===== config.mk =====
export PLATFORM = sky130hd
export DESIGN_NAME = ljpf_mul
export DESIGN_NICKNAME = d
export VERILOG_FILES = /design/src/design/ljpf_pkg.sv /design/src/design/ljpf_mul.sv
export SDC_FILE = /design/constraint.sdc
export NUM_CORES = 2
export LEC_CHECK = 0
export BUFFER_PORTS_ARGS = -buffer_cell sky130_fd_sc_hd__buf_4
export CAP_MARGIN = 20
export CORE_AREA = 2 2 248 250
export CTS_CLUSTER_SIZE = 40
export DETAILED_ROUTE_END_ITERATION = 8
export DIE_AREA = 0 0 250 252
export PLACE_DENSITY = 0.86
export SYNTH_ARGS = -nofsm -noshare
export SYNTH_HDL_FRONTEND = slang
export SYNTH_SLANG_ARGS = --single-unit

===== constraint.sdc =====
create_clock -name clk -period 7.7 [get_ports clk]
set_clock_uncertainty 0.15 [all_clocks]
set_input_delay 0.77 -clock clk [delete_from_list [all_inputs] [get_ports clk]]
set_output_delay 0.77 -clock clk [all_outputs]
set_load 0.02 [all_outputs]

===== src/design/ljpf_pkg.sv =====
// shared types, constants and latencies for the lennard-jones pair force pipeline
// depends on nothing; every module of the block but ljpf_delay imports it
package ljpf_pkg;

	localparam int MANT_W = 32;
	localparam int EXP_W = 12;

	typedef logic signed [EXP_W-1:0] exp_t;

	// mantissa normalized to [2^31, 2^32), or zero
	typedef struct packed {
		logic [MANT_W-1:0] m;
		exp_t e;
	} pf_t;

	localparam int POS_W = 32;
	localparam int DIFF_W = POS_W + 1;
	localparam int SQ_W = 2 * POS_W;
	localparam int D2_W = SQ_W + 2;
	localparam int FORCE_W = 48;
	localparam int EPS_SCALE = 24;
	localparam int E24_W = POS_W + 5;

	localparam int CFG_IDX_W = 2;
	localparam int CFG_DATA_W = 32;
	localparam logic [CFG_IDX_W-1:0] REG_SIGMA = CFG_IDX_W'(0);
	localparam logic [CFG_IDX_W-1:0] REG_EPSILON = CFG_IDX_W'(1);
	localparam logic [CFG_DATA_W-1:0] SIGMA_RESET = CFG_DATA_W'(65536);
	localparam logic [CFG_DATA_W-1:0] EPSILON_RESET = CFG_DATA_W'(65536);

	localparam logic [FORCE_W-1:0] FORCE_MAX_MAG = 48'h7FFF_FFFF_FFFF;
	localparam logic [FORCE_W-1:0] FORCE_MIN_MAG = 48'h8000_0000_0000;
	localparam int FIX_SAT_EXP = 17;

	localparam int NORM_LAT = 2;
	localparam int MUL_LAT = 2;
	localparam int DIV_STEPS = MANT_W + 1;
	localparam int DIV_LAT = DIV_STEPS + 1;
	localparam int SUB_LAT = 3 + NORM_LAT;
	localparam int FIX_LAT = 2;

endpackage


===== src/design/ljpf_mul.sv =====
// two-stage multiply of normalized values, truncating to 32 mantissa bits
// depends on ljpf_pkg
module ljpf_mul import ljpf_pkg::*; (
	input  logic clk,
	input  pf_t  a,
	input  pf_t  b,
	output pf_t  y
);

	logic [2*MANT_W-1:0] prod_s1;
	exp_t                e_s1;
	logic                zero_s1;
	pf_t                 y_s2;

	always_ff @(posedge clk) begin
		prod_s1 <= a.m * b.m;
		e_s1 <= a.e + b.e;
		zero_s1 <= (a.m == '0) || (b.m == '0);
	end

	// product of two normalized mantissas has its top bit at 63 or 62
	always_ff @(posedge clk) begin
		if (zero_s1) begin
			y_s2 <= '0;
		end else if (prod_s1[2*MANT_W-1]) begin
			y_s2.m <= prod_s1[2*MANT_W-1 -: MANT_W];
			y_s2.e <= e_s1 + exp_t'(MANT_W);
		end else begin
			y_s2.m <= prod_s1[2*MANT_W-2 -: MANT_W];
			y_s2.e <= e_s1 + exp_t'(MANT_W - 1);
		end
	end

	assign y = y_s2;

endmodule


==> results.tsv <==
metric	value	unit
post-DP HPWL	80850	µm
fraction of registers with async set/reset	0	%
cell family with most CP delay	adder cells	
WP buf/inv	9	
Worst-Margin Slew	0.6415	ns
Syn Inst Count	3919	
drt wl/cell	18.84	µm
Reg clk slew, reported paths	0.06	ns
total overflow reported by the global router	0	
antenna viol nets, final	0	
Sink Count	90	
most frequent CP cell	fa_1	
Iter 0 DRT Violations	1896	
Top FF cell, synth	dfxtp_1	
Slowest Stage Delay on Critical Path	0.62	ns
syn avg cell area	9.185	µm²
worst min path class	reg -> reg	
post-synthesis sequential area ratio	5.005	%
number of global-route vias before repair	30861	
Clock Tree Buf Depth	2	
width of the die	250	µm
Top Usage Layer GRT	met2	
Max FO, Critical Path	16	
final hold vios	0	
share of cells above drive strength 1	11.66	%
worst hold slack	0.3134	ns
maximum capacitance violations	0	
FP Rows	90	
Routed WL	92730	µm
GR Util met1	36.56	%
Syn Nets	5177	
routability-driven placement congestion ratio	0.9461	
initial antenna violation count	5	
Post-Synthesis Cell Area	36000	µm²
max_slew headroom	56.84	%
most common cell after layout, fill and taps aside	fa_1	
die area	63000	µm²
Core Box Area	60130	µm²
grt met2 use	54.07	%
Tcrit/Tclk final	97.97	%
CTS tree	done	
total track usage	31.04	%
most frequent cells in the layout	fa_1 (895), inv_1 (889), and2_1 (605)	
Yosys reg bits	90	
critical path required time	7.76	ns
die height	252	µm
via/cell ratio	5.561	
CP max stage cell	fa_1	
Buffers on Ports	132	
Layout area overhead	11.12	%
first-pass GRT wire length	154400	µm
fmax	0.1326	GHz
CTS Root Cell	clkbuf_16	
DRT Pass-1 Iters	6	
crit path capture type	register	
r2r setup slk	5.67	ns
Setup CP Type	in -> reg	
Final nets	5388	
vias	27364	
Final setup viols	0	
DRC Markers	0	
Global Route met3 Usage	5.746	%
outcome	finished, final reports clean	
# IOs	133	
CP arrival	7.61	ns
CTS buffer count	9	
Ys Warns	0	
startpoint types	primary input	
clk_lat worst skew	0.34	ns
Post-synth EDFFs	0	
RSZ-0062 raised after global routing	true	
Clock H-tree levels	3	
final slew viol count	0	
largest net degree at the start of global routing	45	
Starting Density	59.86	%
min Tclk post-route	7.543	ns
hold bufs inserted after CTS	0	
Unique masters post-synth	67	
==> metrics by stage <==
stage	util [%]	cells	worst slack, ns	setup TNS, ns	cell area, µm²
floorplan	-	3919	0.4396	0	36000
global placement	65.60	4896	-0.2487	-2.119	39450
detailed placement	65.60	4896	-0.2970	-3.744	39450
CTS	66.14	4912	0.03520	0	39770
global route	66.51	4919	-0.04694	-0.1841	39990
finish	66.51	4921	0.1566	0	40000
==> metal layers <==
metal / share of wire, % / vias to the layer above
met5: 0.040 / -
met4: 6.4 / 6
met3: 8.1 / 400
met2: 50 / 1269
met1: 35 / 13828
li1: - / 11861
==> layout make-up <==
class                   count  area, µm²
well taps                 782      978.4
flip-flops and latches     90       1803
clock inverters             7      101.3
repair buffers            418       3354
diodes                      4      10.01
inverters                 889       3337
clock buffers               9      225.2
fillers                  4383      20140
multi-input cells        2722      30190
==> Yosys cell counts, drive strengths merged, types with 5 or more instances <==
cell	n	area share, %
a21oi	75	1.0
inv	889	9.3
dfxtp	90	5.0
o21ai	44	0.64
nor2	81	0.84
nand3	15	0.27
nor3	13	0.18
o31ai	7	0.17
nand4	21	0.36
mux2i	31	0.86
and2	605	11
and3	6	0.10
fa	896	50
a31oi	8	0.14
xnor2	37	0.90
clkbuf	210	2.2
buf	8	0.11
xor2	16	0.39
nor2b	8	0.14
a21o	21	0.44
ha	273	9.5
nand2	467	4.9
a21boi	8	0.17
nor4	21	0.38
o21bai	7	0.15
a211oi	8	0.22
o211ai	5	0.10
==> kinds of logic (layout without fill, tap and decap cells) <==
| group | Yosys count | in the layout | synth area share, % |
|---|---|---|---|
| muxes | 32 | 32 | 0.8933 |
| DFF | 90 | 90 | 5.005 |
| adders and majority gates | 1169 | 1169 | 59.32 |
| AOI/OAI and AO/OA | 210 | 210 | 3.831 |
| buffers and inverters | 1107 | 1323 | 11.58 |
| and+or+nand+nor | 1258 | 1258 | 18.08 |
| other | 0 | 4 | 0 |
| xor gates and xnor gates | 53 | 53 | 1.290 |
==> registers in the layout, summed over array words and instances, names as in the netlist <==
name / count
y: 44
prod_s1: 33
e_s1: 12
zero_s1: 1
==> timing repair <==
| action | in CTS | in global routing |
|---|---|---|
| resized for setup | 0 | 36 |
| buffers inserted | 0 | 4 |
| setup endpoints to repair | 0 | 23 |
==> path summary, 6_finish.rpt <==
check / from / to / cells after the start
setup / recovery: b[14] / prod_s1[59] / 27
hold / removal: prod_s1[31] / y[12] / 2
setup reg to reg: prod_s1[63] / y[10] / 6
hold reg to reg: prod_s1[31] / y[12] / 2
==> worst reg2reg max path, cell delays in order, from the launching register on <==
cell and delay (ns):
dfxtp_2 0.32, buf_4 0.48, nor2_1 0.18, nand2_1 0.12, nand4_1 0.19, or3_1 0.39
a21oi_1 0.14
Power is left out: the tool's default activity adds up to more than one toggle a clock period on the data nets, which glitch-free logic cannot reach.
