$ cat config.mk
export PLATFORM = sky130hd
export DESIGN_NAME = ljpf_div
export DESIGN_NICKNAME = d
export VERILOG_FILES = /design/src/design/ljpf_pkg.sv /design/src/design/ljpf_div.sv
export SDC_FILE = /design/constraint.sdc
export NUM_CORES = 2
export LEC_CHECK = 0
export BUFFER_PORTS_ARGS = -buffer_cell sky130_fd_sc_hd__buf_2
export CORE_MARGIN = 2
export CORE_UTILIZATION = 50
export CTS_CLUSTER_SIZE = 40
export DETAILED_ROUTE_END_ITERATION = 10
export PLACE_DENSITY = 0.65
export SLEW_MARGIN = 20
export SYNTH_ARGS = -nofsm -noshare
export SYNTH_HDL_FRONTEND = slang
export SYNTH_SLANG_ARGS = --single-unit
export TNS_END_PERCENT = 100
$ cat constraint.sdc
create_clock -name clk -period 4.9 [get_ports clk]
set_input_delay 0 -clock clk [delete_from_list [all_inputs] [get_ports clk]]
set_output_delay 0 -clock clk [all_outputs]
set_load 0.01 [all_outputs]
$ cat src/design/ljpf_pkg.sv
// shared types, constants and latencies for the lennard-jones pair force pipeline
// depends on nothing; every module of the block but ljpf_delay imports it
package ljpf_pkg;

	localparam int MANT_W = 32;
	localparam int EXP_W = 12;

	typedef logic signed [EXP_W-1:0] exp_t;

	// mantissa normalized to [2^31, 2^32), or zero
	typedef struct packed {
		logic [MANT_W-1:0] m;
		exp_t e;
	} pf_t;

	localparam int POS_W = 32;
	localparam int DIFF_W = POS_W + 1;
	localparam int SQ_W = 2 * POS_W;
	localparam int D2_W = SQ_W + 2;
	localparam int FORCE_W = 48;
	localparam int EPS_SCALE = 24;
	localparam int E24_W = POS_W + 5;

	localparam int CFG_IDX_W = 2;
	localparam int CFG_DATA_W = 32;
	localparam logic [CFG_IDX_W-1:0] REG_SIGMA = CFG_IDX_W'(0);
	localparam logic [CFG_IDX_W-1:0] REG_EPSILON = CFG_IDX_W'(1);
	localparam logic [CFG_DATA_W-1:0] SIGMA_RESET = CFG_DATA_W'(65536);
	localparam logic [CFG_DATA_W-1:0] EPSILON_RESET = CFG_DATA_W'(65536);

	localparam logic [FORCE_W-1:0] FORCE_MAX_MAG = 48'h7FFF_FFFF_FFFF;
	localparam logic [FORCE_W-1:0] FORCE_MIN_MAG = 48'h8000_0000_0000;
	localparam int FIX_SAT_EXP = 17;

	localparam int NORM_LAT = 2;
	localparam int MUL_LAT = 2;
	localparam int DIV_STEPS = MANT_W + 1;
	localparam int DIV_LAT = DIV_STEPS + 1;
	localparam int SUB_LAT = 3 + NORM_LAT;
	localparam int FIX_LAT = 2;

endpackage

$ cat src/design/ljpf_div.sv
// pipelined restoring divider, one quotient bit per stage, 33 bits then normalize
// depends on ljpf_pkg
module ljpf_div import ljpf_pkg::*; (
	input  logic clk,
	input  pf_t  a,
	input  pf_t  b,
	output pf_t  y
);

	logic [MANT_W-1:0] rem_s  [DIV_STEPS];
	logic [MANT_W-1:0] den_s  [DIV_STEPS];
	logic [MANT_W:0]   quo_s  [DIV_STEPS];
	exp_t              exp_s  [DIV_STEPS];
	logic              zero_s [DIV_STEPS];
	logic              ge0;
	logic [MANT_W:0]   quo;
	pf_t               y_q;

	// top quotient bit: dividend is a.m shifted up by 32
	assign ge0 = (a.m >= b.m);

	always_ff @(posedge clk) begin
		rem_s[0] <= ge0 ? (a.m - b.m) : a.m;
		den_s[0] <= b.m;
		quo_s[0] <= {{MANT_W{1'b0}}, ge0};
		exp_s[0] <= a.e - b.e - exp_t'(MANT_W);
		zero_s[0] <= (a.m == '0) || (b.m == '0);
	end

	for (genvar j = 1; j < DIV_STEPS; j++) begin : g_step
		logic [MANT_W:0] trial;
		logic            ge;

		assign trial = {rem_s[j-1], 1'b0};
		assign ge = (trial >= {1'b0, den_s[j-1]});

		always_ff @(posedge clk) begin
			rem_s[j] <= ge ? MANT_W'(trial - {1'b0, den_s[j-1]}) : trial[MANT_W-1:0];
			den_s[j] <= den_s[j-1];
			quo_s[j] <= {quo_s[j-1][MANT_W-1:0], ge};
			exp_s[j] <= exp_s[j-1];
			zero_s[j] <= zero_s[j-1];
		end
	end

	assign quo = quo_s[DIV_STEPS-1];

	// quotient lies in [2^31, 2^33)
	always_ff @(posedge clk) begin
		if (zero_s[DIV_STEPS-1]) begin
			y_q <= '0;
		end else if (quo[MANT_W]) begin
			y_q.m <= quo[MANT_W:1];
			y_q.e <= exp_s[DIV_STEPS-1] + exp_t'(1);
		end else begin
			y_q.m <= quo[MANT_W-1:0];
			y_q.e <= exp_s[DIV_STEPS-1];
		end
	end

	assign y = y_q;

endmodule

==> metrics.yaml <==
synthesis:
  synth_edf_count: 0
  synthTopCellsByArea: "dfxtp_1 (47%), ha_1 (10%), mux2_2 (4.4%), a21oi_1 (4.1%), inv_1 (3.9%)"
  synth-seq-cells: 3082
  synth_top_area_cell: "dfxtp_1"
  ys_seq_area_share_pct: 47.45
  netlist_instances: 13170
  yosysUniqueCellTypes: 104
  yosysWarnings: 0
  synth_top_area_share_pct: 47.45
  syn-num-nets: 14370
  ys.flop_type: "dfxtp_1"
  synthArstFlopShare_pct: 0
  syn_area_per_cell_um2: 9.872
  synth_area_mm2: 0.1300
setup_path:
  slowest_stage: "a2111oi_0"
  crit_required_ns: 5.65
  setup.worst_path.class: "reg -> reg"
  r2r.worst_path.cells: 13
  regToRegEndpoint: "rem_s[0][670]"
  worstSetupEndpointType: "register"
  crit_start: "den_s[0][609]"
  rrSetupSlack_ns: 0.52
  critPathMaxFanout: 32
  arrival_ns: 5.13
  crit_chain: "inv_1 -> ha_1 -> nor2b_1 -> o211a_1 -> o31ai_1 -> a21oi_1 -> a2111oi_0 -> o21ai_0 -> o21ai_0 -> a31oi_1 -> o21ai_2 -> inv_1 -> mux2_2"
  r2r-start: "den_s[0][609]"
  worstSetupStartpointType: "register"
  slowest_delay_ns: 0.58
  crit_path_end: "rem_s[0][670]"
grt:
  grt_max_degree: 58
  track_usage_pct: 22.96
  grt_pass1_vias: 92040
  antenna_found_initial: 8
  grt_pass1_wl_mm: 491.5
  grt_overflow: 0
clock_network:
  cts_buffers: 321
  clk_latency_ns: 0.90
  clock_path_buffers: 4
  cts_root_buf: "clkbuf_16"
  clock_sinks: 3082
  clk_pin_slew_ns: 0.06
  cts_tree: "built"
  htree_levels: 5
  cts.repair.resized: 0
  cts_setup_buffers: 0
run_status:
  status: "completed"
floorplan:
  start_util_pct: 50.20
  dieArea_mm2: 0.2641
  core_area_mm2: 0.2590
  rows: 187
  pin_count: 133
  die_h_um: 513.9
  die_w_um: 513.9
power_and_ir_drop:
  vdd_drop_max_v: 0.0004343
  p_leak_nw: 67.82
  power.density_mw_per_mm2: 785.3
  p_total_mw: 115.7
route:
  via_per_inst: 5.392
  routedWlPerCell_um: 18.17
  drtIter0Drc: 5947
  routed_wirelength_mm: 313.3
  drtAntennaViolNets: 0
  dr.pass1.iters: 6
  drc: 0
  vias: 92990
place:
  dp_hpwl_mm: 241.2
  place.gp.congestion: 0.9356
  place_inst: 16480
  io_buffer_count: 132
  post_dp_cell_area_mm2: 0.1343
sta:
  post-route-period-util_pct: 89.29
  max_freq_mhz: 228.5
  totalNegativeSetupSlack_ns: 0
  period_needed_ns: 4.375
  finalSetupViolations: 0
  rsz0062_at_grt: "false"
  worst_pin_slew_ns: 1.039
  clock-skew-final_ns: 0.07409
  hold_viol_final: 0
  drv_slew: 0
  whs_ns: 0.08356
  slew_headroom_pct: 30.76
cells_and_area:
  layout.cells.most_common: "dfxtp_1"
  nNetsFinal: 14790
  layout_common_cells: "dfxtp_1 (3,080), inv_1 (1,337), ha_1 (1,077), a21oi_1 (1,064), nor2_1 (727)"
  fill_cells: 22230
  fin_cells: 17250
  area_growth_syn_to_layout_pct: 13.33
  post_route_cells_drive_above_1_share_pct: 9.740
  fin_area_mm2: 0.1474
hold_path:
  hp-class: "in -> reg"
run:
  maxCapViolations: 0
## cell families after synthesis
kind of cell	Yosys count	share of synthesized area [%]
buf+inv	1614	4.827
simple gates	2628	9.768
xor+xnor	888	5.982
mux	636	5.448
compound gates	3213	15.65
flops	3082	47.45
fa+ha+maj	1110	10.87
## critical path, delay by kind of cell, from the launching register on
kind	cells	cell delay, ns
compound gates	8	2.49
fa+ha+maj	1	0.28
buf+inv	2	0.49
flops	1	0.39
mux	1	0.43
simple gates	1	0.15
## flip-flops by register name, indices dropped and copies added (netlist names)
register  cells
den_s      1024
y            44
zero_s       33
exp_s       396
quo_s       561
rem_s      1024
## cell usage after synthesis (53+ instances only)
master    count
dfxtp_1    3082
inv_1      1337
ha_1       1077
a21oi_1    1065
nor2_1      727
nand2_1     698
o21ai_0     605
xnor2_1     566
a21o_1      543
mux2_2      510
xor2_1      322
nand3_1     183
clkbuf_1    182
nor2b_1     176
nand2b_1    166
o21a_1      158
nand4_1     144
nor3_1      136
a31oi_1     106
and3_1      100
o21bai_1     99
a211oi_1     80
o31ai_1      77
o21ai_1      65
mux2_1       64
mux2i_1      62
and2_1       60
buf_2        54
nor4_1       53
## final cells by class
type / instances / area [µm²] / share of cell area (%)
antenna: 4 / 10.01 / 0.006793
clock buffer: 436 / 9214 / 6.253
clock inverter: 138 / 1904 / 1.292
inverter: 1338 / 5022 / 3.408
multi-input combinational: 8475 / 62240 / 42.24
sequential: 3082 / 61700 / 41.87
tap: 3402 / 4257 / 2.889
timing repair buffer: 371 / 3005 / 2.040
## metrics by stage
step           util [%]  worst slack, ns
3_3_place_gp      51.86           0.6843
2_1_floorplan         -            1.587
6_report          56.89           0.5246
4_1_cts           56.88           0.5530
3_5_place_dp      51.86           0.6203
5_1_grt           56.89           0.1400
## metal layers
layer  vias to the layer above  global-route usage (%)  part of all wire, %
li1                      46300                       -                    -
met1                     43840                   29.20                   44
met2                      2287                   40.15                   48
met3                       567                   2.657                  4.3
met4                         0                   7.858                  3.4
met5                         -                       0                    0
## power breakdown
part	leakage [nW]	internal [mW]	switching [mW]	total [mW]
clock network	5.43	15.2	9.95	25.2
logic	36.4	23.8	28.2	51.9
registers	26.0	33.7	4.88	38.6
## how the worst min path moves through the flow
stage	startpoint	end	slack, ns	depth (start not counted)
finish	a[12]	rem_s[0][0]	0.08	4
global route	a[12]	rem_s[0][0]	0.07	4
CTS	a[12]	rem_s[0][0]	0.01	4
detailed placement	b[15]	den_s[0][3]	0.13	1
global placement	b[16]	den_s[0][4]	0.14	1
floorplan	b[12]	den_s[0][0]	0.03	0
## what timing repair did
item / CTS / global route
endpoints found under the setup margin: 0 / 0
hold endpoints to repair: 78 / 0
hold buffers: 187 / 0
No activity file was read; power rests on OpenSTA's default activity.
