===== config.mk =====
export PLATFORM = sky130hd
export DESIGN_NAME = ljpf_fix
export DESIGN_NICKNAME = d
export VERILOG_FILES = /design/src/design/ljpf_pkg.sv /design/src/design/ljpf_fix.sv
export SDC_FILE = /design/constraint.sdc
export NUM_CORES = 1
export LEC_CHECK = 0
export ABC_CLOCK_PERIOD_IN_PS = 3200
export BUFFER_PORTS_ARGS = -buffer_cell sky130_fd_sc_hd__buf_2
export CORE_AREA = 2 2 149 151
export CTS_CLUSTER_SIZE = 14
export DETAILED_ROUTE_END_ITERATION = 7
export DIE_AREA = 0 0 151 153
export PLACE_DENSITY = 0.62
export SYNTH_ARGS = -nofsm -noshare
export SYNTH_HDL_FRONTEND = slang
export SYNTH_SLANG_ARGS = --single-unit

===== constraint.sdc =====
create_clock -name clk -period 3.2 [get_ports clk]
set_clock_uncertainty 0.1 [all_clocks]
set_input_delay 0.16 -clock clk [delete_from_list [all_inputs] [get_ports clk]]
set_output_delay 0.16 -clock clk [all_outputs]
set_load 0.01 [all_outputs]

===== src/design/ljpf_pkg.sv =====
// shared types, constants and latencies for the lennard-jones pair force pipeline
// depends on nothing; every module of the block but ljpf_delay imports it
package ljpf_pkg;

	localparam int MANT_W = 32;
	localparam int EXP_W = 12;

	typedef logic signed [EXP_W-1:0] exp_t;

	// mantissa normalized to [2^31, 2^32), or zero
	typedef struct packed {
		logic [MANT_W-1:0] m;
		exp_t e;
	} pf_t;

	localparam int POS_W = 32;
	localparam int DIFF_W = POS_W + 1;
	localparam int SQ_W = 2 * POS_W;
	localparam int D2_W = SQ_W + 2;
	localparam int FORCE_W = 48;
	localparam int EPS_SCALE = 24;
	localparam int E24_W = POS_W + 5;

	localparam int CFG_IDX_W = 2;
	localparam int CFG_DATA_W = 32;
	localparam logic [CFG_IDX_W-1:0] REG_SIGMA = CFG_IDX_W'(0);
	localparam logic [CFG_IDX_W-1:0] REG_EPSILON = CFG_IDX_W'(1);
	localparam logic [CFG_DATA_W-1:0] SIGMA_RESET = CFG_DATA_W'(65536);
	localparam logic [CFG_DATA_W-1:0] EPSILON_RESET = CFG_DATA_W'(65536);

	localparam logic [FORCE_W-1:0] FORCE_MAX_MAG = 48'h7FFF_FFFF_FFFF;
	localparam logic [FORCE_W-1:0] FORCE_MIN_MAG = 48'h8000_0000_0000;
	localparam int FIX_SAT_EXP = 17;

	localparam int NORM_LAT = 2;
	localparam int MUL_LAT = 2;
	localparam int DIV_STEPS = MANT_W + 1;
	localparam int DIV_LAT = DIV_STEPS + 1;
	localparam int SUB_LAT = 3 + NORM_LAT;
	localparam int FIX_LAT = 2;

endpackage


===== src/design/ljpf_fix.sv =====
// conversion of a force magnitude to a signed q48.0 integer with saturation
// depends on ljpf_pkg
module ljpf_fix import ljpf_pkg::*; (
	input  logic                      clk,
	input  pf_t                       f,
	input  logic                      neg,
	output logic signed [FORCE_W-1:0] field,
	output logic                      sat
);

	logic [FORCE_W-1:0]        mag;
	exp_t                      nsh;
	logic [FORCE_W-1:0]        mag_s1;
	logic                      neg_s1;
	logic                      over;
	logic [FORCE_W-1:0]        clip;
	logic signed [FORCE_W-1:0] field_s2;
	logic                      sat_s2;

	assign nsh = -f.e;

	always_comb begin
		if (f.m == '0) begin
			mag = '0;
		end else if (f.e >= exp_t'(FIX_SAT_EXP)) begin
			mag = FORCE_MIN_MAG + FORCE_W'(1);
		end else if (f.e >= exp_t'(0)) begin
			mag = FORCE_W'(f.m) << f.e[4:0];
		end else if (f.e <= exp_t'(-MANT_W)) begin
			mag = '0;
		end else begin
			mag = FORCE_W'(f.m >> nsh[4:0]);
		end
	end

	always_ff @(posedge clk) begin
		mag_s1 <= mag;
		neg_s1 <= neg;
	end

	always_comb begin
		if (neg_s1) begin
			over = (mag_s1 > FORCE_MIN_MAG);
			clip = over ? FORCE_MIN_MAG : mag_s1;
		end else begin
			over = (mag_s1 > FORCE_MAX_MAG);
			clip = over ? FORCE_MAX_MAG : mag_s1;
		end
	end

	always_ff @(posedge clk) begin
		field_s2 <= neg_s1 ? FORCE_W'(-clip) : clip;
		sat_s2 <= over;
	end

	assign field = field_s2;
	assign sat = sat_s2;

endmodule


==> results of run 1 <==
## synthesized netlist by cell type, types with 5 or more instances
library cell	count
buf_2	14
a221o_1	6
mux2_2	34
xnor2_1	6
or4_1	5
dfxtp_1	98
o21ai_0	41
a31oi_1	22
nand2_1	66
a21oi_1	64
buf_4	6
nor2_1	84
a211oi_1	13
o22ai_1	6
nor3_1	29
o211a_1	8
a22oi_1	5
and3_1	8
or3_1	14
mux2i_1	47
o211ai_1	9
a221oi_1	10
o21ai_1	9
o22a_1	7
nor2b_1	7
nand3_1	23
clkbuf_1	52
xor2_1	5
o21a_1	8
mux4_2	58
nor4_1	17
inv_1	10
nand4_1	13
buf_1	6
## registers in the layout (all words and copies together) (netlist names)
name,flops
field,48
mag_s1,48
neg_s1,1
sat,1
## critical path: cells and delay by family, from the launching register on
family / cells / cell delay [ns]
buf+inv: 2 / 0.40
flops: 1 / 0.35
fa+ha+maj: 1 / 0.28
compound gates: 2 / 0.27
simple gates: 5 / 1.57
## per-layer routing
layer	up-vias	global-route usage [%]	share of wire (%)
met5	-	0	0
met4	0	7.83	3.5
met3	57	3.07	9.2
met2	472	35.2	44
met1	3715	33.2	43
li1	3669	-	-
## layout make-up
| type | count | share of cell area (%) |
|---|---|---|
| Multi-Input combinational cell | 711 | 61.2 |
| Sequential cell | 98 | 21.2 |
| Timing Repair Buffer | 151 | 10.1 |
| Tap cell | 280 | 3.78 |
| Clock buffer | 9 | 2.43 |
| Inverter | 12 | 0.486 |
| Clock inverter | 7 | 0.782 |
## repair_timing
action / CTS / global route
endpoints found under the setup margin: 0 / 1
endpoints found under the hold margin: 1 / 0
hold buffers: 1 / 0
gates resized for setup: 0 / 3
## kinds of logic (layout without fill, tap and decap cells)
group / after synthesis / after routing / share of synthesized area [%]
fa+ha+maj: 3 / 3 / 0.470
buf+inv: 92 / 179 / 5.01
compound gates: 256 / 256 / 22.2
flops: 98 / 98 / 24.5
simple gates: 302 / 302 / 19.5
mux: 139 / 139 / 27.0
xor+xnor: 11 / 11 / 1.21
## stage by stage
step / total power, mW / instances / instance area (µm²) / utilization [%] / hold WS [ns]
6_report: 3.91 / 1268 / 9280 / 43.2 / 0.123
5_1_grt: 4.10 / 1268 / 9280 / 43.2 / 0.137
4_1_cts: 3.90 / 1268 / 9260 / 43.1 / 0.101
3_5_place_dp: 2.85 / 1251 / 8950 / 41.7 / 0.164
3_3_place_gp: 2.85 / 1251 / 8950 / 41.7 / 0.165
2_1_floorplan: 2.35 / 901 / 8010 / - / 0.0877
## worst paths after layout
| path | from | endpoint | slack (ns) | cells after the start |
|---|---|---|---|---|
| worst min register to register | mag_s1[28] | field[28] | 0.42 | 1 |
| worst max-delay path | mag_s1[24] | field[22] | 0.18 | 10 |
| worst min-delay path | f[12] | mag_s1[16] | 0.12 | 3 |
| worst max register to register | mag_s1[24] | field[22] | 0.18 | 10 |
## power breakdown
part	internal [mW]	total [mW]	switching, mW
clock network	0.551	1.05	0.499
registers	1.33	1.39	0.0578
logic	0.607	1.47	0.860
==> key figures, run 1 <==
Status
  – Status: finished clean

Floorplanning
  – Die area: 23100 µm²
  – DIE HEIGHT: 153 µm
  – Die Wd: 151 µm
  – Row cnt: 54
  – Top Ports: 95
  – Initial Utilization: 37.2%
  – Core Region: 21500 µm²

Clocking
  – Clk Tree Root Cell: clkbuf_16
  – Clock sinks: 98
  – Setup bufs post-CTS: 0
  – H-tree depth: 3
  – Clock-pin slew on the worst setup and hold paths: 0.07 ns
  – Worst-Skew Late Latency: 0.35 ns
  – Max Buffers Root-to-Sink: 2
  – CTS tree: yes
  – Clock buffer count from CTS: 9

Place
  – HPWL after detailed placement: 20700 µm
  – GP Congestion: 0.976
  – Place WS: 0.0733 ns
  – Port Buffers: 94

Finish
  – Commonest cells after routing, fill and taps aside: dfxtp_1, buf_2, nor2_1, nand2_1, a21oi_1
  – Ant. Diodes: 0
  – Fillers: 2119
  – Final layout net count: 1032
  – Synth-to-layout area growth: 16.1%
  – Commonest non-fill, non-tap cell in the layout: dfxtp_1
  – Storage cell area: 1960 µm²
  – Multi-input gate area: 5680 µm²
  – Share of cells above drive strength 1: 29.7%

GRT
  – First-pass GRT wire length: 41700 µm
  – All-layer global routing usage: 23.0%
  – Initial antenna violation count: 0
  – Vias in the first global route: 7186
  – Largest net degree at the start of global routing: 71
  – Total global routing overflow: 0

Logic synthesis
  – Warnings, synthesis: 0
  – Top cell type's share of synthesized area: 24.5%
  – Top cells by area, synth: dfxtp_1, mux4_2, mux2i_1
  – Seq/Total Area, Yosys: 24.5%
  – Mapped Area: 7990 µm²
  – Avg Inst Size Synth: 8.87 µm²
  – Post-synth EDFFs: 0
  – Cell variety after synth: 83
  – Ys flop type: dfxtp_1
  – Count of state elements after synthesis: 98
  – Synth area leader: dfxtp_1
  – Asr flop ratio synth: 0%
  – Net Count, Synth: 950
  – Gate Count Post-Synth: 901

Drt
  – Vias per inst: 6.24
  – DRC errors left: 0
  – Detail Route Antenna Nets: 0
  – Pre-Repair DR Iteration Count: 6
  – Via count: 7913
  – Average wire per standard cell: 21.2 µm
  – DRT iter0 DRCs: 765
  – WL final: 26900 µm

Power
  – P_leak: 3.55 nW
  – Cell area power density: 422 nW/µm²
  – Worst VDD drop: 0.000236 V

Critical path
  – Crit start category: flip-flop
  – Cell repeated most along the worst path: buf_4
  – CP peak stage delay: 0.58 ns
  – Crit-path max FO: 11
  – CP max stage cell: or4_4
  – CP Data Required Time: 3.39 ns
  – Critical Path AT: 3.21 ns
  – CP Capture Type: flip-flop
  – Worst path cell trace: nor3_1 -> nand4b_1 -> or4_4 -> nand2_2 -> a21oi_1 -> ha_1 -> buf_4 -> nand4_1 -> buf_4 -> o211a_1
  – WS Path Type: reg -> reg

Timing
  – Final setup vio count: 0
  – Tcrit/Tclk final: 94.4%
  – Final Hold Fails: 0
  – Min Tclk post-route: 3.02 ns
  – Worst-margin pin slew: 0.814 ns
  – FMAX: 331 MHz
  – Pins Over Slew Limit: 0
  – RSZ-0062 raised after global routing: no
  – Final setup TNS: 0 ns
  – Final setup margin: 0.180 ns
  – Slew margin rel.: 45.3%

Worst hold path
  – Hold Crit Class: in -> reg

Job
  – Max_cap viols: 0
(Power assumes the default switching activity.)
==> inputs of run 2 (changes only) <==
==> config.mk (replaced) <==
export PLATFORM = sky130hd
export DESIGN_NAME = ljpf_fix
export DESIGN_NICKNAME = d
export VERILOG_FILES = /design/src/design/ljpf_pkg.sv /design/src/design/ljpf_fix.sv
export SDC_FILE = /design/constraint.sdc
export NUM_CORES = 1
export LEC_CHECK = 0
export ABC_CLOCK_PERIOD_IN_PS = 3200
export CORE_AREA = 2 2 140 142
export CTS_CLUSTER_SIZE = 14
export DETAILED_ROUTE_END_ITERATION = 7
export DIE_AREA = 0 0 142 144
export DONT_BUFFER_PORTS = 1
export PLACE_DENSITY = 0.64
export SYNTH_ARGS = -nofsm -noshare
export SYNTH_HDL_FRONTEND = slang
export SYNTH_SLANG_ARGS = --single-unit
==> key figures, run 2 (same netlist as run 1, synthesis figures left out) <==
Critical path
  – Worst r2r path cells: 10
  – Critical Path AT: 3.10 ns
  – CP Capture Type: flip-flop
  – CP Data Required Time: 3.35 ns
  – WS Path Type: reg -> reg
  – Crit start category: flip-flop
  – Crit-path max FO: 11

GRT
  – Global-route met1 utilization: 37.2%
  – All-layer global routing usage: 26.1%
  – First-pass GRT wire length: 41600 µm
  – Total global routing overflow: 0
  – Met2 GRT Util: 39.1%
  – M3 GR Usage: 4.07%
  – Busiest grt layer: met2
  – Largest net degree at the start of global routing: 73
  – Vias in the first global route: 7195
  – Initial antenna violation count: 0

Clocking
  – Max Buffers Root-to-Sink: 2
  – Setup bufs post-CTS: 0
  – CTS tree: yes
  – Worst-Skew Late Latency: 0.34 ns
  – Clock sinks: 98
  – Clock-pin slew on the worst setup and hold paths: 0.06 ns
  – Clock buffer count from CTS: 9
  – H-tree depth: 3
  – Clk Tree Root Cell: clkbuf_16

Drt
  – Detail Route Antenna Nets: 0
  – Via count: 7721
  – Average wire per standard cell: 23.6 µm
  – DRC errors left: 0
  – WL final: 26600 µm
  – Pre-Repair DR Iteration Count: 6
  – DRT iter0 DRCs: 1142
  – Vias per inst: 6.84

Timing
  – Tcrit/Tclk final: 92.1%
  – Final setup vio count: 0
  – Final Hold Fails: 0
  – Pins Over Slew Limit: 0
  – FMAX: 339 MHz
  – RSZ-0062 raised after global routing: no
  – Worst-margin pin slew: 1.02 ns
  – Slew margin rel.: 31.4%
  – Final setup TNS: 0 ns
  – Min Tclk post-route: 2.95 ns
  – Final setup margin: 0.252 ns

Place
  – HPWL after detailed placement: 19500 µm
  – Port Buffers: 0
  – GP Congestion: 0.993
  – Place WS: 0.192 ns

Finish
  – Final layout net count: 934
  – Synth-to-layout area growth: 9.19%
  – Ant. Diodes: 0
  – Share of cells above drive strength 1: 20.6%
  – Commonest non-fill, non-tap cell in the layout: dfxtp_1
  – Commonest cells after routing, fill and taps aside: dfxtp_1, nor2_1, nand2_1, a21oi_1, mux4_2

Floorplanning
  – Row cnt: 51
  – Die Wd: 142 µm
  – Die area: 20400 µm²
  – Core Region: 19100 µm²
  – DIE HEIGHT: 144 µm
  – Initial Utilization: 41.9%
  – Top Ports: 95

Worst hold path
  – Hold Crit Class: in -> reg
  – Worst hold stages: 2

Power
  – Cell area power density: 440 nW/µm²
  – Worst VDD drop: 0.000285 V
  – P_leak: 3.17 nW

Status
  – Status: finished clean

Job
  – Max_cap viols: 0
## run 2: where the power goes
group	switching, mW	total (mW)	internal [mW]
registers	0.114	1.45	1.34
logic	0.680	1.20	0.523
clock network	0.454	1.18	0.728
total	1.25	3.84	2.59
## run 2: cell type report
type / instances / area (µm²)
clock buffer: 12 / 256
fill: 1859 / 10400
tap: 238 / 298
timing repair buffer: 53 / 423
inverter: 12 / 45.0
sequential: 98 / 1960
clock inverter: 4 / 73.8
multi-input combinational: 711 / 5670
## run 2: path summary, 6_finish.rpt
check,end,slack [ns],startpoint
setup / recovery,field[30],0.25,mag_s1[5]
hold / removal,mag_s1[37],0.007,f[4]
hold reg to reg,field[28],0.43,mag_s1[28]
setup reg to reg,field[30],0.25,mag_s1[5]
## run 2: layer usage
metal / share of wire (%) / wire length, µm / vias up
li1: - / - / 3484
met1: 42 / 11300 / 3611
met2: 43 / 11500 / 545
met3: 10 / 2670 / 81
met4: 4.2 / 1100 / 0
met5: 0 / 0 / -
## run 2: through the flow
stage | instances | instance area, µm² | hold WS [ns] | utilization [%] | power [mW]
after floorplan | 901 | 8010 | 0.0877 | - | 2.35
after global placement | 1102 | 8290 | 0.0878 | 43.5 | 2.62
after detailed placement | 1102 | 8290 | 0.0878 | 43.5 | 2.62
after CTS | 1128 | 8720 | 0.00104 | 45.7 | 3.82
after global routing | 1128 | 8730 | 0.00895 | 45.7 | 4.00
final | 1128 | 8730 | 0.00723 | 45.7 | 3.84
## run 2: critical path, cell delays in order, from the launching register on
cell      delay (ns)
dfxtp_1         0.37
nor4_4          0.44
nand4_4         0.15
or4_4           0.56
nand2_2         0.10
a21oi_1         0.09
ha_1            0.25
buf_4           0.19
nand2_1         0.20
mux2i_1         0.11
a311oi_1        0.29
## run 2: repair_timing
item                       CTS  global route
setup endpoints to repair    0             1
resized for setup            0             1
hold endpoints to repair    27             0
hold buffers                10             0
