`config.mk`:
```
export PLATFORM = sky130hd
export DESIGN_NAME = ljpf_norm
export DESIGN_NICKNAME = d
export VERILOG_FILES = /design/src/design/ljpf_pkg.sv /design/src/design/ljpf_norm.sv
export SDC_FILE = /design/constraint.sdc
export NUM_CORES = 1
export LEC_CHECK = 0
export BUFFER_PORTS_ARGS = -buffer_cell sky130_fd_sc_hd__buf_2
export CORE_AREA = 2 2 125 115
export CTS_CLUSTER_SIZE = 20
export DETAILED_ROUTE_END_ITERATION = 8
export DIE_AREA = 0 0 127 117
export PLACE_DENSITY = 0.76
export SETUP_SLACK_MARGIN = 0.1
export SYNTH_ARGS = -nofsm -noshare
export SYNTH_HDL_FRONTEND = slang
export SYNTH_SLANG_ARGS = --single-unit
```
`constraint.sdc`:
```
create_clock -name clk -period 7.2 [get_ports clk]
set_input_delay 1.44 -clock clk [delete_from_list [all_inputs] [get_ports clk]]
set_output_delay 1.44 -clock clk [all_outputs]
set_load 0.05 [all_outputs]
```
`src/design/ljpf_pkg.sv`:
```
// shared types, constants and latencies for the lennard-jones pair force pipeline
// depends on nothing; every module of the block but ljpf_delay imports it
package ljpf_pkg;

	localparam int MANT_W = 32;
	localparam int EXP_W = 12;

	typedef logic signed [EXP_W-1:0] exp_t;

	// mantissa normalized to [2^31, 2^32), or zero
	typedef struct packed {
		logic [MANT_W-1:0] m;
		exp_t e;
	} pf_t;

	localparam int POS_W = 32;
	localparam int DIFF_W = POS_W + 1;
	localparam int SQ_W = 2 * POS_W;
	localparam int D2_W = SQ_W + 2;
	localparam int FORCE_W = 48;
	localparam int EPS_SCALE = 24;
	localparam int E24_W = POS_W + 5;

	localparam int CFG_IDX_W = 2;
	localparam int CFG_DATA_W = 32;
	localparam logic [CFG_IDX_W-1:0] REG_SIGMA = CFG_IDX_W'(0);
	localparam logic [CFG_IDX_W-1:0] REG_EPSILON = CFG_IDX_W'(1);
	localparam logic [CFG_DATA_W-1:0] SIGMA_RESET = CFG_DATA_W'(65536);
	localparam logic [CFG_DATA_W-1:0] EPSILON_RESET = CFG_DATA_W'(65536);

	localparam logic [FORCE_W-1:0] FORCE_MAX_MAG = 48'h7FFF_FFFF_FFFF;
	localparam logic [FORCE_W-1:0] FORCE_MIN_MAG = 48'h8000_0000_0000;
	localparam int FIX_SAT_EXP = 17;

	localparam int NORM_LAT = 2;
	localparam int MUL_LAT = 2;
	localparam int DIV_STEPS = MANT_W + 1;
	localparam int DIV_LAT = DIV_STEPS + 1;
	localparam int SUB_LAT = 3 + NORM_LAT;
	localparam int FIX_LAT = 2;

endpackage

```
`src/design/ljpf_norm.sv`:
```
// two-stage normalizer: leading-zero count, then shift to a 32-bit mantissa
// depends on ljpf_pkg
module ljpf_norm import ljpf_pkg::*; #(
	parameter int W = 64
) (
	input  logic         clk,
	input  logic [W-1:0] x,
	input  exp_t         e_in,
	output pf_t          y
);

	localparam int LZ_W = $clog2(W);

	logic [LZ_W-1:0] lz;
	logic [W-1:0]    x_s1;
	logic [LZ_W-1:0] lz_s1;
	exp_t            e_s1;
	logic            zero_s1;
	logic [W-1:0]    shifted;
	pf_t             y_s2;

	// highest set bit wins
	always_comb begin
		lz = '0;
		for (int i = 0; i < W; i++) begin
			if (x[i]) begin
				lz = LZ_W'(W - 1 - i);
			end
		end
	end

	always_ff @(posedge clk) begin
		x_s1 <= x;
		lz_s1 <= lz;
		e_s1 <= e_in;
		zero_s1 <= (x == '0);
	end

	assign shifted = x_s1 << lz_s1;

	always_ff @(posedge clk) begin
		if (zero_s1) begin
			y_s2 <= '0;
		end else begin
			y_s2.m <= shifted[W-1 -: MANT_W];
			y_s2.e <= e_s1 + exp_t'(W - MANT_W) - exp_t'(lz_s1);
		end
	end

	assign y = y_s2;

endmodule

```
==> impl_results.html, run 1 <==
<table>
<tr><th>Metric</th><th>Value</th></tr>
<tr><th colspan="2">Route</th></tr>
<tr><td>DRC viols</td><td>0</td></tr>
<tr><td>Post-detailed-route wirelength per cell</td><td>20.6 um</td></tr>
<tr><td>Routed Antenna Nets</td><td>0</td></tr>
<tr><td>Post-detailed-route via-to-cell ratio</td><td>6.44</td></tr>
<tr><td>Via count</td><td>roughly 7,000</td></tr>
<tr><td>DRT Pass-1 Iters</td><td>5</td></tr>
<tr><td>Iteration-0 DRC Markers</td><td>850</td></tr>
<tr><td>Aggregate routed wire length</td><td>22.4 mm</td></tr>
<tr><th colspan="2">Power and ir drop</th></tr>
<tr><td>Worst vdd rail ir drop</td><td>around 0.16 mV</td></tr>
<tr><td>Power density relative to cell area</td><td>~260 nW/um^2</td></tr>
<tr><td>Leakage power total</td><td>0.00364 uW</td></tr>
<tr><th colspan="2">Run status</th></tr>
<tr><td>Status</td><td>finished clean</td></tr>
<tr><th colspan="2">Cells and area</th></tr>
<tr><td>Fraction of layout instances using a drive strength above 1</td><td>approximately a quarter</td></tr>
<tr><td>Commonest cells after routing, fill and taps aside</td><td>125 x sky130_fd_sc_hd__dfxtp_1, 120 x sky130_fd_sc_hd__buf_2, 87 x sky130_fd_sc_hd__nand2_1, 66 x sky130_fd_sc_hd__nor2_1, 59 x sky130_fd_sc_hd__o21ai_0</td></tr>
<tr><td>Most common library cell in the layout ignoring fill and taps</td><td>sky130_fd_sc_hd__dfxtp_1</td></tr>
<tr><td>Antenna fix cells</td><td>0</td></tr>
<tr><td>Layout overhead on the synthesized area</td><td>16.4%</td></tr>
<tr><td>Layout net count</td><td>996</td></tr>
<tr><th colspan="2">Placed design</th></tr>
<tr><td>GPL Wtd Cong</td><td>0.987</td></tr>
<tr><td>IO Port Bufs</td><td>120</td></tr>
<tr><td>DP Wirelength</td><td>17.0 mm</td></tr>
<tr><th colspan="2">Timing</th></tr>
<tr><td>Finish-stage setup viols</td><td>0</td></tr>
<tr><td>Pins over their slew limit</td><td>0</td></tr>
<tr><td>Minimum period implied by the final worst setup slack</td><td>3800 ps</td></tr>
<tr><td>Setup repair after global routing missed its margin</td><td>false</td></tr>
<tr><td>Number of failing hold endpoints at the final stage</td><td>0</td></tr>
<tr><td>Headroom to the max-slew limit</td><td>24.1%</td></tr>
<tr><td>Final cycle utilization of the critical path</td><td>a little over half</td></tr>
<tr><td>Pin slew with the least headroom to its limit</td><td>1140 ps</td></tr>
<tr><td>Worst hold margin</td><td>537 ps</td></tr>
<tr><td>Highest clock frequency the design can meet</td><td>between 0.2 and 0.3 GHz</td></tr>
<tr><td>Clk_skew</td><td>7.75 ps</td></tr>
<tr><td>Sum of negative setup slack</td><td>0 ps</td></tr>
<tr><th colspan="2">Synthesis</th></tr>
<tr><td>Post-synth top flop</td><td>sky130_fd_sc_hd__dfxtp_1</td></tr>
<tr><td>Largest family of logic cells by synthesized area</td><td>multiplexers</td></tr>
<tr><td>Avg Synthesized Cell Area</td><td>9.42 sq um</td></tr>
<tr><td>Post-synthesis mux area share</td><td>23.8%</td></tr>
<tr><td>Fraction of registers with async set/reset</td><td>0%</td></tr>
<tr><td>Post-synthesis xor/xnor area fraction</td><td>0.695%</td></tr>
<tr><td>Synthesis Warnings</td><td>0</td></tr>
<tr><td>Area share of fa/ha/maj cells after synthesis</td><td>2.91%</td></tr>
<tr><td>Simple-gate share of the synthesized area</td><td>15.6%</td></tr>
<tr><td>Total of flip-flops plus latches after synthesis</td><td>between 100 and 150</td></tr>
<tr><td>Total standard cell area after synthesis</td><td>roughly 7600 sq um</td></tr>
<tr><td>Fraction of the mapped netlist area in compound gates</td><td>18.4%</td></tr>
<tr><td>Number of synthesized flops with an enable pin</td><td>0</td></tr>
<tr><td>Unique masters post-synth</td><td>just under 70</td></tr>
<tr><td>Gate Count Post-Synth</td><td>between 800 and 900</td></tr>
<tr><td>Synth Net Count</td><td>896</td></tr>
<tr><td>Share of the yosys chip area belonging to registers</td><td>33.6%</td></tr>
<tr><th colspan="2">Min path</th></tr>
<tr><td>Type of the most critical hold path</td><td>reg -&gt; reg</td></tr>
<tr><td>Hold Path Sink</td><td>y[0]$_SDFF_PP0_</td></tr>
<tr><td>Startpoint of the tightest hold check path</td><td>e_s1[0]$_DFF_P_</td></tr>
<tr><td>Hold path cells</td><td>3</td></tr>
<tr><th colspan="2">Die</th></tr>
<tr><td>Die area</td><td>14,900 sq um</td></tr>
<tr><td>Total number of placement rows</td><td>41</td></tr>
<tr><td>Starting density of the core</td><td>a little under three fifths</td></tr>
<tr><td>Height of the chip</td><td>~120 um</td></tr>
<tr><td>Horizontal extent of the die</td><td>127 um</td></tr>
<tr><td>Top Ports</td><td>121</td></tr>
<tr><td>Area of the placeable core</td><td>13,600 sq um</td></tr>
<tr><th colspan="2">Critical path</th></tr>
<tr><td>Launching element type of the critical path</td><td>flip-flop</td></tr>
<tr><td>Critical R2R Capture</td><td>y[9]$_SDFF_PP0_</td></tr>
<tr><td>Critical path class</td><td>reg -&gt; reg</td></tr>
<tr><td>Startpoint of the worst-slack reg-to-reg timing path</td><td>lz_s1[1]$_SDFF_PP0_</td></tr>
<tr><td>Maximum fanout along the worst path</td><td>70</td></tr>
<tr><td>Worst Setup End Kind</td><td>flip-flop</td></tr>
<tr><td>WP data arrival</td><td>4070 ps</td></tr>
<tr><td>Data required time at the worst endpoint</td><td>7470 ps</td></tr>
<tr><td>Number of cells traversed by the worst register-to-register path</td><td>11</td></tr>
<tr><td>R2r setup slk</td><td>3400 ps</td></tr>
<tr><th colspan="2">Global route</th></tr>
<tr><td>Via count of the first global-routing pass</td><td>6,421</td></tr>
<tr><td>Total overflow reported by the global router</td><td>0</td></tr>
<tr><td>Maximum number of pins on one net before global-route repair</td><td>71</td></tr>
<tr><td>Initial antenna violation count</td><td>0</td></tr>
<tr><td>First-pass GRT wire length</td><td>34.7 mm</td></tr>
<tr><td>Total Routing Usage GR</td><td>between 30 and 40%</td></tr>
<tr><th colspan="2">Clocking</th></tr>
<tr><td>Clock network latency to the later pin of the worst-skew pair</td><td>420 ps</td></tr>
<tr><td>Buffer cell driving the clock tree root</td><td>sky130_fd_sc_hd__clkbuf_16</td></tr>
<tr><td>Number of levels the H-tree was split into</td><td>4</td></tr>
<tr><td>Clk pin slew, worst setup/hold paths</td><td>60 ps</td></tr>
<tr><td>Clock tree from TritonCTS</td><td>built</td></tr>
<tr><td>Total setup buffers inserted after CTS</td><td>0</td></tr>
<tr><td>CTS max path bufs</td><td>2</td></tr>
<tr><td>Num Clock Sinks</td><td>127</td></tr>
<tr><td>Hold buffer count at cts</td><td>0</td></tr>
<tr><td>CTS-repair resized insts</td><td>0</td></tr>
<tr><td>TritonCTS buffer count</td><td>17</td></tr>
<tr><th colspan="2">Flow run</th></tr>
<tr><td>Max-capacitance violation count</td><td>0</td></tr>
</table>
[stage by stage]
stage | power (uW) | std cells | setup slack [ps] | utilization (%) | instance area [sq um]
finish | 2270 | 1087 | 3400 | 64.5 | 8800
global route | 2340 | 1087 | 3130 | 64.5 | 8800
CTS | 2270 | 1087 | 3450 | 64.5 | 8800
detailed placement | 1360 | 1055 | 3470 | 59.8 | 8160
global placement | 1360 | 1055 | 3540 | 59.8 | 8160
floorplan | 1210 | 802 | 4240 | - | 7560
[cell usage after synthesis (all sizes together) (7+ instances only)]
cell type | instances | area [sq um]
nand2 | 87 | 327
inv | 25 | 93.8
mux4 | 49 | 1110
a21oi | 33 | 165
o211ai | 8 | 60.1
nor4 | 17 | 106
o21ai | 59 | 295
nor3 | 27 | 135
mux2i | 42 | 420
clkbuf | 22 | 82.6
nor2b | 8 | 50.1
o221ai | 11 | 96.3
ha | 16 | 200
nand3 | 19 | 95.1
mux2 | 24 | 274
nor2 | 66 | 248
nand2b | 8 | 50.1
a22oi | 8 | 60.1
o22ai | 16 | 100
a211oi | 7 | 52.6
buf | 25 | 190
dfxtp | 127 | 2540
[power by group]
part / internal, uW / switching (uW)
sequential: 767 / 39.9
clock: 604 / 303
combinational: 196 / 359
[sequential cells by signal (all words and copies together) (netlist names)]
register,count
lz_s1,6
x_s1,64
y,44
zero_s1,1
e_s1,12
[worst max path at each step]
stage	start	to	slack (ps)	depth (start not counted)
after global routing	lz_s1[1]$_SDFF_PP0_	y[9]$_SDFF_PP0_	3130	11
after floorplan	lz_s1[1]$_SDFF_PP0_	y[9]$_SDFF_PP0_	4240	12
after detailed placement	lz_s1[1]$_SDFF_PP0_	y[9]$_SDFF_PP0_	3470	11
after global placement	lz_s1[1]$_SDFF_PP0_	y[9]$_SDFF_PP0_	3540	11
after CTS	lz_s1[1]$_SDFF_PP0_	y[9]$_SDFF_PP0_	3450	11
final	lz_s1[1]$_SDFF_PP0_	y[9]$_SDFF_PP0_	3400	11
[layout make-up]
cell class | instances | area [sq um]
well taps | 172 | 215
clock buffers | 22 | 474
clock inverters | 10 | 159
multi-input cells | 602 | 4640
inverters | 26 | 97.6
flip-flops and latches | 127 | 2550
fillers | 1152 | 4850
repair buffers | 128 | 661
[logic make-up after synthesis]
group / Yosys count
compound gates: 208
xor+xnor: 6
fa+ha+maj: 17
buf+inv: 73
flops: 127
mux: 115
simple gates: 256
[layer usage]
metal	vias up	wire length [um]	track usage, %
met4	0	676	14.3
li1	3267	-	-
met2	396	9700	45.3
met5	-	0	0
met3	52	2230	8.23
met1	3288	9790	42.0
[critical path: stages, from the launching register on]
cell	delay [ps]
sky130_fd_sc_hd__dfxtp_2	310
sky130_fd_sc_hd__buf_4	600
sky130_fd_sc_hd__inv_1	500
sky130_fd_sc_hd__ha_1	430
sky130_fd_sc_hd__ha_1	230
sky130_fd_sc_hd__fa_1	490
sky130_fd_sc_hd__a211oi_1	310
sky130_fd_sc_hd__o21ai_0	210
sky130_fd_sc_hd__a21o_1	190
sky130_fd_sc_hd__a21oi_1	160
sky130_fd_sc_hd__xor2_1	150
sky130_fd_sc_hd__nor2_1	50
Note: power is estimated with default switching activity, not from simulation.
==> run 2: changes to the inputs <==
clock period = 3.6 ns   (was 7.2 ns; I/O delays follow)
==> impl_results.html, run 2 (synthesis gave the netlist of run 1 again) <==
<table>
<tr><th>Metric</th><th>Value</th></tr>
<tr><th colspan="2">Run status</th></tr>
<tr><td>Status</td><td>finished clean</td></tr>
<tr><th colspan="2">Clocking</th></tr>
<tr><td>Number of levels the H-tree was split into</td><td>4 (unchanged)</td></tr>
<tr><td>TritonCTS buffer count</td><td>17 (unchanged)</td></tr>
<tr><td>CTS max path bufs</td><td>2 (unchanged)</td></tr>
<tr><td>Buffer cell driving the clock tree root</td><td>sky130_fd_sc_hd__clkbuf_16</td></tr>
<tr><td>Total setup buffers inserted after CTS</td><td>0 (unchanged)</td></tr>
<tr><td>Clock network latency to the later pin of the worst-skew pair</td><td>430 ps (about the same)</td></tr>
<tr><td>Num Clock Sinks</td><td>127 (unchanged)</td></tr>
<tr><td>Hold buffer count at cts</td><td>0 (unchanged)</td></tr>
<tr><td>Clock tree from TritonCTS</td><td>built</td></tr>
<tr><td>Clk pin slew, worst setup/hold paths</td><td>60 ps (about the same)</td></tr>
<tr><td>CTS-repair resized insts</td><td>0 (unchanged)</td></tr>
<tr><th colspan="2">Timing</th></tr>
<tr><td>Sum of negative setup slack</td><td>0 ps (unchanged)</td></tr>
<tr><td>Pins over their slew limit</td><td>0 (unchanged)</td></tr>
<tr><td>Setup repair after global routing missed its margin</td><td>false</td></tr>
<tr><td>Pin slew with the least headroom to its limit</td><td>824 ps (-313 ps)</td></tr>
<tr><td>Number of failing hold endpoints at the final stage</td><td>0 (unchanged)</td></tr>
<tr><td>Clk_skew</td><td>10.5 ps (+2.74 ps)</td></tr>
<tr><td>Minimum period implied by the final worst setup slack</td><td>2780 ps (-1020 ps)</td></tr>
<tr><td>Highest clock frequency the design can meet</td><td>0.359 GHz (+36%)</td></tr>
<tr><td>Finish-stage setup viols</td><td>0 (unchanged)</td></tr>
<tr><td>Final worst slack</td><td>817 ps (-2580 ps)</td></tr>
<tr><td>Headroom to the max-slew limit</td><td>44.6% (+21 points)</td></tr>
<tr><td>Final cycle utilization of the critical path</td><td>77.3% (+25 points)</td></tr>
<tr><th colspan="2">Min path</th></tr>
<tr><td>Type of the most critical hold path</td><td>in -&gt; reg</td></tr>
<tr><th colspan="2">Die</th></tr>
<tr><td>Horizontal extent of the die</td><td>127 um (unchanged)</td></tr>
<tr><td>Starting density of the core</td><td>55.4% (unchanged)</td></tr>
<tr><td>Die area</td><td>14,900 sq um (unchanged)</td></tr>
<tr><td>Area of the placeable core</td><td>13,600 sq um (unchanged)</td></tr>
<tr><td>Top Ports</td><td>121 (unchanged)</td></tr>
<tr><td>Height of the chip</td><td>117 um (unchanged)</td></tr>
<tr><td>Total number of placement rows</td><td>41 (unchanged)</td></tr>
<tr><th colspan="2">Placed design</th></tr>
<tr><td>IO Port Bufs</td><td>120 (unchanged)</td></tr>
<tr><td>GPL Wtd Cong</td><td>1.11 (+12%)</td></tr>
<tr><td>Cell count after placement</td><td>1,064 (+0.85%)</td></tr>
<tr><td>DP Wirelength</td><td>18.1 mm (+6.4%)</td></tr>
<tr><td>Worst Setup Slack post-DPL</td><td>863 ps (-2610 ps)</td></tr>
<tr><th colspan="2">Cells and area</th></tr>
<tr><td>Antenna fix cells</td><td>0 (unchanged)</td></tr>
<tr><td>Layout Cells excl Fill</td><td>1,096 (+0.83%)</td></tr>
<tr><td>Commonest cells after routing, fill and taps aside</td><td>125 x sky130_fd_sc_hd__dfxtp_1, 120 x sky130_fd_sc_hd__buf_2, 87 x sky130_fd_sc_hd__nand2_1, 66 x sky130_fd_sc_hd__nor2_1, 59 x sky130_fd_sc_hd__o21ai_0</td></tr>
<tr><td>Most common library cell in the layout ignoring fill and taps</td><td>sky130_fd_sc_hd__dfxtp_1</td></tr>
<tr><td>Fraction of layout instances using a drive strength above 1</td><td>27.2% (+0.93 points)</td></tr>
<tr><td>Layout net count</td><td>1,005 (+0.90%)</td></tr>
<tr><td>Largest Register</td><td>x_s1</td></tr>
<tr><td>Layout overhead on the synthesized area</td><td>17.7%</td></tr>
<tr><td>Flip-flop count of the largest register, all copies and words added</td><td>64 (unchanged)</td></tr>
<tr><th colspan="2">Global route</th></tr>
<tr><td>Maximum number of pins on one net before global-route repair</td><td>70 (-1.4%)</td></tr>
<tr><td>Via count of the first global-routing pass</td><td>6,424 (+0.047%)</td></tr>
<tr><td>Initial antenna violation count</td><td>0 (unchanged)</td></tr>
<tr><td>Total overflow reported by the global router</td><td>0 (unchanged)</td></tr>
<tr><td>Total Routing Usage GR</td><td>32.7% (+2.2 points)</td></tr>
<tr><td>First-pass GRT wire length</td><td>36.9 mm (+6.5%)</td></tr>
<tr><th colspan="2">Critical path</th></tr>
<tr><td>WP data arrival</td><td>3060 ps (-1010 ps)</td></tr>
<tr><td>Launching element type of the critical path</td><td>flip-flop</td></tr>
<tr><td>Data required time at the worst endpoint</td><td>3880 ps (-3590 ps)</td></tr>
<tr><td>Worst Setup End Kind</td><td>flip-flop</td></tr>
<tr><td>Maximum fanout along the worst path</td><td>23 (-67%)</td></tr>
<tr><td>Critical path class</td><td>reg -&gt; reg</td></tr>
<tr><th colspan="2">Power and ir drop</th></tr>
<tr><td>Power density relative to cell area</td><td>523 nW/um^2 (+100%)</td></tr>
<tr><td>Worst vdd rail ir drop</td><td>0.338 mV (+110%)</td></tr>
<tr><td>Leakage power total</td><td>0.00369 uW (+1.3%)</td></tr>
<tr><th colspan="2">Route</th></tr>
<tr><td>Via count</td><td>7,211 (+3.0%)</td></tr>
<tr><td>Post-detailed-route wirelength per cell</td><td>21.9 um (+6.3%)</td></tr>
<tr><td>DRT Pass-1 Iters</td><td>7 (+2)</td></tr>
<tr><td>Post-detailed-route via-to-cell ratio</td><td>6.58 (+2.1%)</td></tr>
<tr><td>Routed Antenna Nets</td><td>0 (unchanged)</td></tr>
<tr><td>Iteration-0 DRC Markers</td><td>1,097 (+29%)</td></tr>
<tr><td>Aggregate routed wire length</td><td>24.0 mm (+7.2%)</td></tr>
<tr><td>DRC viols</td><td>0 (unchanged)</td></tr>
<tr><th colspan="2">Flow run</th></tr>
<tr><td>Max-capacitance violation count</td><td>0 (unchanged)</td></tr>
</table>
[run 2: routing by layer]
layer	wire length, um	track usage, %	vias to the layer above
li1	-	-	3292
met1	10400	45.8	3383
met2	10400	49.2	466
met3	2310	7.91	70
met4	918	13.6	0
met5	0	0	-
[run 2: final timing paths]
check,start,end,slack (ps),depth (start not counted)
max reg2reg,lz_s1[0]$_SDFF_PP0_,y[39]$_SDFF_PP0_,820,6
max,lz_s1[0]$_SDFF_PP0_,y[39]$_SDFF_PP0_,820,6
min reg2reg,e_s1[0]$_DFF_P_,y[0]$_SDFF_PP0_,530,3
min,e_in[6],e_s1[6]$_DFF_P_,400,1
[run 2: stage by stage]
stage / power, uW / hold WS (ps) / utilization, % / area [sq um]
after floorplan: 2430 / 504 / - / 7560
after global placement: 2740 / 533 / 60.3 / 8230
after detailed placement: 2740 / 528 / 60.3 / 8230
after CTS: 4650 / 382 / 65.2 / 8890
after global routing: 4800 / 383 / 65.2 / 8890
final: 4660 / 395 / 65.2 / 8890
[run 2: power by group]
part / internal (uW) / switching [uW] / leakage (uW) / total (uW)
clock: 1270 / 648 / 0.000308 / 1910
sequential: 1530 / 69.8 / 0.00107 / 1600
combinational: 399 / 741 / 0.00231 / 1140
total: 3200 / 1460 / 0.00369 / 4660
[run 2: layout make-up]
class	count	area [sq um]
clock buffer	19	453
clock inverter	13	210
fill	1105	4750
inverter	26	97.6
multi-input combinational	602	4640
sequential	127	2550
tap	172	215
timing repair buffer	137	728
[run 2: critical path: stages (launching register included)]
cell and delay [ps]:
sky130_fd_sc_hd__dfxtp_4 550, sky130_fd_sc_hd__buf_4 420, sky130_fd_sc_hd__mux4_2 620, sky130_fd_sc_hd__a2bb2oi_1 180, sky130_fd_sc_hd__o211ai_1 170, sky130_fd_sc_hd__a311oi_1 510, sky130_fd_sc_hd__o221ai_1 180
